--- src/hw/rtl/smpq_pkg.sv ---
// ----------------------------------------------------------------------------
// smpq_pkg
// Shared constants, codes and types of the sorted min-priority queue.
// ----------------------------------------------------------------------------
package smpq_pkg;

  localparam int unsigned Capacity   = 16;
  localparam int unsigned KeyBits    = 32;
  localparam int unsigned OccBits    = $clog2(Capacity + 1);
  localparam int unsigned StatusBits = 2;

  typedef logic signed [KeyBits-1:0] key_t;
  typedef logic [OccBits-1:0]        occ_t;

  typedef enum logic {
    KIND_INSERT  = 1'b0,
    KIND_EXTRACT = 1'b1
  } kind_e;

  typedef enum logic [StatusBits-1:0] {
    STATUS_OK    = 2'd0,
    STATUS_EMPTY = 2'd1,
    STATUS_FULL  = 2'd2
  } status_e;

  typedef enum logic [1:0] {
    CELL_HOLD    = 2'd0,
    CELL_INSERT  = 2'd1,
    CELL_SHIFT   = 2'd2
  } cell_op_e;

  // Broadcast from the top level to every cell in the chain.
  typedef struct packed {
    cell_op_e op;
    key_t     ins_key;
  } cell_ctrl_t;

endpackage

--- src/hw/rtl/smpq_in_if.sv ---
// ----------------------------------------------------------------------------
// smpq_in_if
// Request channel: insert a key or extract the minimum.
// ----------------------------------------------------------------------------
interface smpq_in_if;
  logic            valid;
  logic            ready;
  logic            kind;
  smpq_pkg::key_t  key;

  modport source (output valid, output kind, output key, input ready);
  modport sink   (input valid, input kind, input key, output ready);
endinterface

--- src/hw/rtl/smpq_out_if.sv ---
// ----------------------------------------------------------------------------
// smpq_out_if
// Response channel: removed key, status and occupancy.
// ----------------------------------------------------------------------------
interface smpq_out_if;
  logic                                 valid;
  logic                                 ready;
  smpq_pkg::key_t                       min_key;
  logic [smpq_pkg::StatusBits-1:0]      status;
  smpq_pkg::occ_t                       occupancy;

  modport source (output valid, output min_key, output status, output occupancy,
                  input ready);
  modport sink   (input valid, input min_key, input status, input occupancy,
                  output ready);
endinterface

--- src/hw/rtl/sorted_min_priority_queue.sv ---
// ----------------------------------------------------------------------------
// sorted_min_priority_queue
// Min-priority queue kept as a chain of key cells sorted ascending.
// ----------------------------------------------------------------------------
// The response beat is registered and appears in the cycle after the request.
// Throughput: one request per cycle unless the response is stalled; each cell
// compares and shifts in parallel within the cycle; chain length sets no rate.
// Reset clears the occupancy count, the response valid flag and the status;
// the key cells are not reset and are read only below the occupancy count.
module sorted_min_priority_queue (
  input  logic       clk_i,
  input  logic       rst_ni,
  smpq_in_if.sink    in_i,
  smpq_out_if.source out_o
);

  localparam int unsigned Cap = smpq_pkg::Capacity;

  smpq_pkg::occ_t       count_q, count_d;
  logic                 out_valid_q;
  smpq_pkg::key_t       min_key_q, min_key_d;
  smpq_pkg::status_e    status_q, status_d;
  smpq_pkg::cell_ctrl_t ctrl;
  logic                 accept;
  logic                 full, empty;

  logic           less [Cap];
  smpq_pkg::key_t keys [Cap];

  assign in_i.ready = !out_valid_q || out_o.ready;
  assign accept     = in_i.valid && in_i.ready;
  assign full       = (count_q == smpq_pkg::OccBits'(Cap));
  assign empty      = (count_q == '0);

  always_comb begin
    ctrl.op      = smpq_pkg::CELL_HOLD;
    ctrl.ins_key = in_i.key;
    count_d      = count_q;
    min_key_d    = '0;
    status_d     = smpq_pkg::STATUS_OK;
    if (in_i.kind == smpq_pkg::KIND_INSERT) begin
      if (full) begin
        status_d = smpq_pkg::STATUS_FULL;
      end else begin
        ctrl.op = accept ? smpq_pkg::CELL_INSERT : smpq_pkg::CELL_HOLD;
        count_d = count_q + 1'b1;
      end
    end else begin
      if (empty) begin
        status_d = smpq_pkg::STATUS_EMPTY;
      end else begin
        ctrl.op   = accept ? smpq_pkg::CELL_SHIFT : smpq_pkg::CELL_HOLD;
        min_key_d = keys[0];
        count_d   = count_q - 1'b1;
      end
    end
  end

  for (genvar i = 0; i < Cap; i++) begin : g_cell
    logic           left_less;
    smpq_pkg::key_t left_key;
    smpq_pkg::key_t right_key;

    if (i == 0) begin : g_head
      assign left_less = 1'b1;
      assign left_key  = in_i.key;
    end else begin : g_body
      assign left_less = less[i-1];
      assign left_key  = keys[i-1];
    end

    if (i == Cap - 1) begin : g_tail
      assign right_key = keys[i];
    end else begin : g_inner
      assign right_key = keys[i+1];
    end

    smpq_cell u_cell (
      .clk_i       (clk_i),
      .ctrl_i      (ctrl),
      .valid_i     (count_q > smpq_pkg::OccBits'(i)),
      .left_less_i (left_less),
      .left_key_i  (left_key),
      .right_key_i (right_key),
      .less_o      (less[i]),
      .key_o       (keys[i])
    );
  end

  always_ff @(posedge clk_i or negedge rst_ni) begin
    if (!rst_ni) begin
      count_q     <= '0;
      out_valid_q <= 1'b0;
      status_q    <= smpq_pkg::STATUS_OK;
    end else begin
      if (accept) begin
        count_q     <= count_d;
        out_valid_q <= 1'b1;
        status_q    <= status_d;
      end else if (out_o.ready) begin
        out_valid_q <= 1'b0;
      end
    end
  end

  always_ff @(posedge clk_i) begin
    if (accept) begin
      min_key_q <= min_key_d;
    end
  end

  assign out_o.valid     = out_valid_q;
  assign out_o.min_key   = min_key_q;
  assign out_o.status    = status_q;
  assign out_o.occupancy = count_q;

endmodule

--- src/hw/rtl/smpq_cell.sv ---
// ----------------------------------------------------------------------------
// smpq_cell
// One slot of the sorted chain: holds a key, compares it against the key
// being inserted and takes a neighbor's key when the chain shifts.
// ----------------------------------------------------------------------------
module smpq_cell (
  input  logic                 clk_i,
  input  smpq_pkg::cell_ctrl_t ctrl_i,
  input  logic                 valid_i,
  input  logic                 left_less_i,
  input  smpq_pkg::key_t       left_key_i,
  input  smpq_pkg::key_t       right_key_i,
  output logic                 less_o,
  output smpq_pkg::key_t       key_o
);

  smpq_pkg::key_t key_q, key_d;

  // Along a sorted chain the less flags form a thermometer code, so the
  // first cell that is not less than the new key is where it lands.
  assign less_o = valid_i && (key_q < ctrl_i.ins_key);
  assign key_o  = key_q;

  always_comb begin
    key_d = key_q;
    case (ctrl_i.op)
      smpq_pkg::CELL_INSERT: begin
        if (!less_o) begin
          key_d = left_less_i ? ctrl_i.ins_key : left_key_i;
        end
      end
      smpq_pkg::CELL_SHIFT: key_d = right_key_i;
      default:              key_d = key_q;
    endcase
  end

  always_ff @(posedge clk_i) begin
    key_q <= key_d;
  end

endmodule
--- src/flat_wrapper.sv ---
// flat-port wrapper written by rule: the top's interface ports become plain ports
module sorted_min_priority_queue_flat 
  (clk_i, rst_ni, in_i_valid, in_i_kind, in_i_key, in_i_ready, out_o_valid, out_o_min_key, out_o_status, out_o_occupancy, out_o_ready);
  smpq_in_if in_i_i ();
  smpq_out_if out_o_i ();
  input  logic clk_i;
  input  logic rst_ni;
  input wire logic [$bits(in_i_i.valid)-1:0] in_i_valid;
  input wire logic [$bits(in_i_i.kind)-1:0] in_i_kind;
  input wire logic [$bits(in_i_i.key)-1:0] in_i_key;
  output wire logic [$bits(in_i_i.ready)-1:0] in_i_ready;
  output wire logic [$bits(out_o_i.valid)-1:0] out_o_valid;
  output wire logic [$bits(out_o_i.min_key)-1:0] out_o_min_key;
  output wire logic [$bits(out_o_i.status)-1:0] out_o_status;
  output wire logic [$bits(out_o_i.occupancy)-1:0] out_o_occupancy;
  input wire logic [$bits(out_o_i.ready)-1:0] out_o_ready;
  assign in_i_i.valid = in_i_valid;
  assign in_i_i.kind = in_i_kind;
  assign in_i_i.key = in_i_key;
  assign in_i_ready = in_i_i.ready;
  assign out_o_valid = out_o_i.valid;
  assign out_o_min_key = out_o_i.min_key;
  assign out_o_status = out_o_i.status;
  assign out_o_occupancy = out_o_i.occupancy;
  assign out_o_i.ready = out_o_ready;
  sorted_min_priority_queue u_core (.clk_i(clk_i), .rst_ni(rst_ni), .in_i(in_i_i), .out_o(out_o_i));
endmodule
--- config.mk ---
export PLATFORM = sky130hd
export DESIGN_NAME = sorted_min_priority_queue_flat
export DESIGN_NICKNAME = d
export VERILOG_FILES = /design/src/hw/rtl/smpq_pkg.sv /design/src/hw/rtl/smpq_in_if.sv /design/src/hw/rtl/smpq_out_if.sv /design/src/hw/rtl/sorted_min_priority_queue.sv /design/src/hw/rtl/smpq_cell.sv /design/src/flat_wrapper.sv
export SDC_FILE = /design/constraint.sdc
export NUM_CORES = 2
export LEC_CHECK = 0
export ABC_CLOCK_PERIOD_IN_PS = 6800
export BUFFER_PORTS_ARGS = -buffer_cell sky130_fd_sc_hd__buf_2
export CAP_MARGIN = 15
export CORE_MARGIN = 4
export CORE_UTILIZATION = 30
export DETAILED_ROUTE_END_ITERATION = 10
export GPL_TIMING_DRIVEN = 0
export HOLD_SLACK_MARGIN = 0.08
export PLACE_DENSITY_LB_ADDON = 0.2
export REMOVE_ABC_BUFFERS = 1
export SETUP_SLACK_MARGIN = 0.3
export SLEW_MARGIN = 40
export SYNTH_ARGS = -nofsm -noshare
export SYNTH_HDL_FRONTEND = slang
export SYNTH_SLANG_ARGS = --single-unit
--- constraint.sdc ---
create_clock -name clk_i -period 6.8 [get_ports clk_i]
set_input_delay 0.68 -clock clk_i [delete_from_list [all_inputs] [get_ports clk_i]]
set_output_delay 0.68 -clock clk_i [all_outputs]
set_load 0.02 [all_outputs]
==> impl_metrics.env <==
export IMPL_combPwrFrac=0.419
export IMPL_ctsRootBufferMaster="clkbuf_16"
export IMPL_grt_pass1_wl_mm=208.8
export IMPL_area_growth_pct=14.61
export IMPL_antenna_found_initial=8
export IMPL_dieWidth_um=368.9
export IMPL_report_final_slew_viol_count=0
export IMPL_clk_latency_ps=660
export IMPL_h_tree_depth=3
export IMPL_finalCritPeriodShare=0.8466
export IMPL_maxCapViolCount=0
export IMPL_cp_slowest_cell="or4_4"
export IMPL_dp_hpwl_mm=106.0
export IMPL_crit_required_ps=7140
export IMPL_clk_pin_slew_ps=60
export IMPL_synth_seq_cells=552
export IMPL_io_buffers=77
export IMPL_route_vias_total=32180
export IMPL_die_area_um2=136100
export IMPL_synth_avg_cell_area_um2=9.843
export IMPL_fmax_ghz=0.1737
export IMPL_synth_top_area_frac=0.4180
export IMPL_num_fill_cells=13230
export IMPL_slowest_delay_ps=810
export IMPL_syn_inst=3970
export IMPL_fin_crit_ps=5757
export IMPL_num_rows=132
export IMPL_ys_flop_type="edfxtp_1"
export IMPL_synthTopCellsByArea="edfxtp_1 (42%), ha_1 (16%), o211ai_1 (6.3%)"
export IMPL_ir_drop_mv=0.1829
export IMPL_post_drt_wl_per_cell_um=24.44
export IMPL_gr_usage_all_layers=0.2013
export IMPL_cts_tree="yes"
export IMPL_tightest_slew_ps=950.8
export IMPL_routed_via_density=5.577
export IMPL_drive_gt1_frac=0.08795
export IMPL_overflow=0
export IMPL_fin_area_um2=44790
export IMPL_path_class="in -> reg"
export IMPL_nets=4506
export IMPL_yosysTopAreaCell="edfxtp_1"
export IMPL_clock_power_share=0.231
export IMPL_leakage_uw=0.01686
export IMPL_final_antenna_net_count=0
export IMPL_placed_cell_area_um2=42520
export IMPL_rsz0062_at_grt="false"
export IMPL_drt_total_wl_mm=141.0
export IMPL_synth_edf_count=544
export IMPL_ys_seq_area_frac=0.4232
export IMPL_start_util=0.3018
export IMPL_post_cts_buffers=0
export IMPL_cts_sink_count=552
export IMPL_arrival_ps=6100
export IMPL_dpl_cell_count=5636
export IMPL_end_kind="flip-flop"
export IMPL_cp_cell_sequence="buf_2 -> clkinv_1 -> ha_1 -> nand4_1 -> o21ai_0 -> a21oi_1 -> or4_4 -> nand3_1 -> nor3b_2 -> buf_6 -> buf_4 -> buf_2 -> buf_4"
export IMPL_crit_fanout=29
export IMPL_relSlewSlack=0.3603
export IMPL_grt_pass1_vias=30950
export IMPL_cts_buffers_inserted=71
export IMPL_drt_initial_drc_count=2636
export IMPL_outcome="finished clean"
export IMPL_async_reset_ff_frac=0.01449
export IMPL_drc_errors=0
export IMPL_swShare=0.4003
export IMPL_final_hold_violation_count=0
export IMPL_syn_cell_area_um2=39080
export IMPL_setup_viol=0
export IMPL_routabilityCongestion=0.8243
export IMPL_sequentialPowerShare=0.351
export IMPL_hp_class="in -> reg"
export IMPL_cts_buffer_depth=3
export IMPL_power_per_cell_area_nw_per_um2=367.8
export IMPL_switchingPower_uw=6593
export IMPL_core_region_area_um2=129500
export IMPL_fin_cells=5770
export IMPL_cp_start_kind="input port"
export IMPL_intPower_uw=9879
export IMPL_yosysUniqueCellTypes=62
export IMPL_ys_warn_count=0
export IMPL_firstDrtPassIters=5
export IMPL_grt_max_degree=53
export IMPL_skew_ps=37.30
export IMPL_io_pins=78
export IMPL_die_h_um=368.9
## state kept, by name (all words and copies together), names as in the netlist
signal                      flops
u_core.g_cell.u_cell.key_o    512
u_core.out_o.status             2
u_core.out_o.occupancy          5
u_core.out_o.min_key           32
u_core.out_o.valid              1
## synth_stat cells (49+ instances only)
master / number
nand2_1: 611
edfxtp_1: 544
ha_1: 501
nand3_1: 382
a21oi_1: 342
o211ai_1: 326
clkbuf_1: 161
nor2_1: 159
mux2i_1: 139
o21ai_0: 108
nand4_1: 59
inv_1: 53
buf_2: 49
## kinds of logic after synthesis
group	share of synthesized area
muxes	0.03762
and+or+nand+nor	0.1696
buffers and inverters	0.03942
adders and majority gates	0.1604
DFF	0.4232
AOI/OAI and AO/OA	0.1687
xor gates and xnor gates	0.001121
## stage by stage
step | setup slack (ps) | total power (uW) | hold WS [ps] | utilization | setup TNS (ps)
after floorplan | -11880 | 9855 | 384.4 | - | -6737080
after global placement | -36010 | 12280 | 470.3 | 0.3112 | -
after detailed placement | 953.2 | 12650 | 484.2 | 0.3284 | 0
after CTS | 1631 | 16500 | 213.3 | 0.3457 | 0
after global routing | 930.8 | 17470 | 256.6 | 0.3458 | 0
final | 1043 | 16470 | 244.9 | 0.3459 | 0
## cells in the final DEF, fill, tap and decap left out, types with 13 or more instances in the layout
cell type	n
o2bb2a_1	32
clkinv_1	24
nor4_1	14
nand3b_1	33
o21ai_0	103
buf_8	38
ha_1	500
edfxtp_1	544
clkbuf_1	14
buf_2	78
or3_1	33
o211ai_1	326
nand2_1	604
and2_1	33
and3_1	35
a31oi_1	34
a21o_1	32
clkbuf_16	72
o21ai_1	27
nand3_1	382
nor2b_1	13
a21oi_1	341
inv_1	49
buf_12	39
o21a_1	22
nand4_1	59
nor2_1	158
a2111oi_0	13
buf_6	28
mux2i_1	130
nand2b_1	20
## critical path, delay by kind of cell
kind / cells / cell delay (ps)
buffers and inverters: 6 / 1900
AOI/OAI and AO/OA: 2 / 970
adders and majority gates: 1 / 630
and+or+nand+nor: 4 / 1860
## power by group through the flow
stage | Clock, uW | Sequential [uW] | Combinational, uW
2_1_floorplan | 0 | 5600 | 4250
3_3_place_gp | 0 | 5940 | 6350
3_5_place_dp | 0 | 5820 | 6830
4_1_cts | 3890 | 5760 | 6860
5_1_grt | 4030 | 5860 | 7590
6_report | 3800 | 5780 | 6900
## layer usage
metal | wire length (um) | global-route usage | up-vias
met1 | 67040 | 0.2923 | 15880
met3 | 8750 | 0.03521 | 172
li1 | - | - | 15200
met2 | 60760 | 0.3028 | 915
met4 | 4375 | 0.06337 | 8
met5 | 61 | 0 | -
## final cells by class
cell class,instances,area (um^2),share of cell area
antenna,3,7.507,0.0001676
clock inverter,44,374.1,0.008353
clock buffer,86,1854,0.04140
tap,1742,2180,0.04867
timing repair buffer,200,2267,0.05062
sequential,552,16540,0.3692
multi-input combinational,3090,21370,0.4771
inverter,53,201.4,0.004498
## path summary, 6_finish.rpt
kind / to / slack, ps / startpoint / cells past startpoint
max: u_core.g_cell[14].u_cell.key_o[1]$_DFFE_PP_ / 1040 / in_i_key[14] / 13
min: u_core.out_o.valid$_DFFE_PN0P_ / 240 / in_i_valid / 2
max reg2reg: u_core.g_cell[14].u_cell.key_o[1]$_DFFE_PP_ / 1980 / u_core.g_cell[14].u_cell.key_o[14]$_DFFE_PP_ / 11
min reg2reg: u_core.out_o.status[0]$_DFFE_PN0P_ / 500 / u_core.out_o.status[0]$_DFFE_PN0P_ / 2
max in group asynchronous: u_core.out_o.occupancy[4]$_DFFE_PN0P_ / 6200 / rst_ni / 2
min in group asynchronous: u_core.out_o.valid$_DFFE_PN0P_ / 420 / rst_ni / 2
## repair_timing
item                      CTS  global route
hold buffers                1             0
hold endpoints to repair    8             0
resized for setup           0             0
Power figures use the tool's default switching activity.
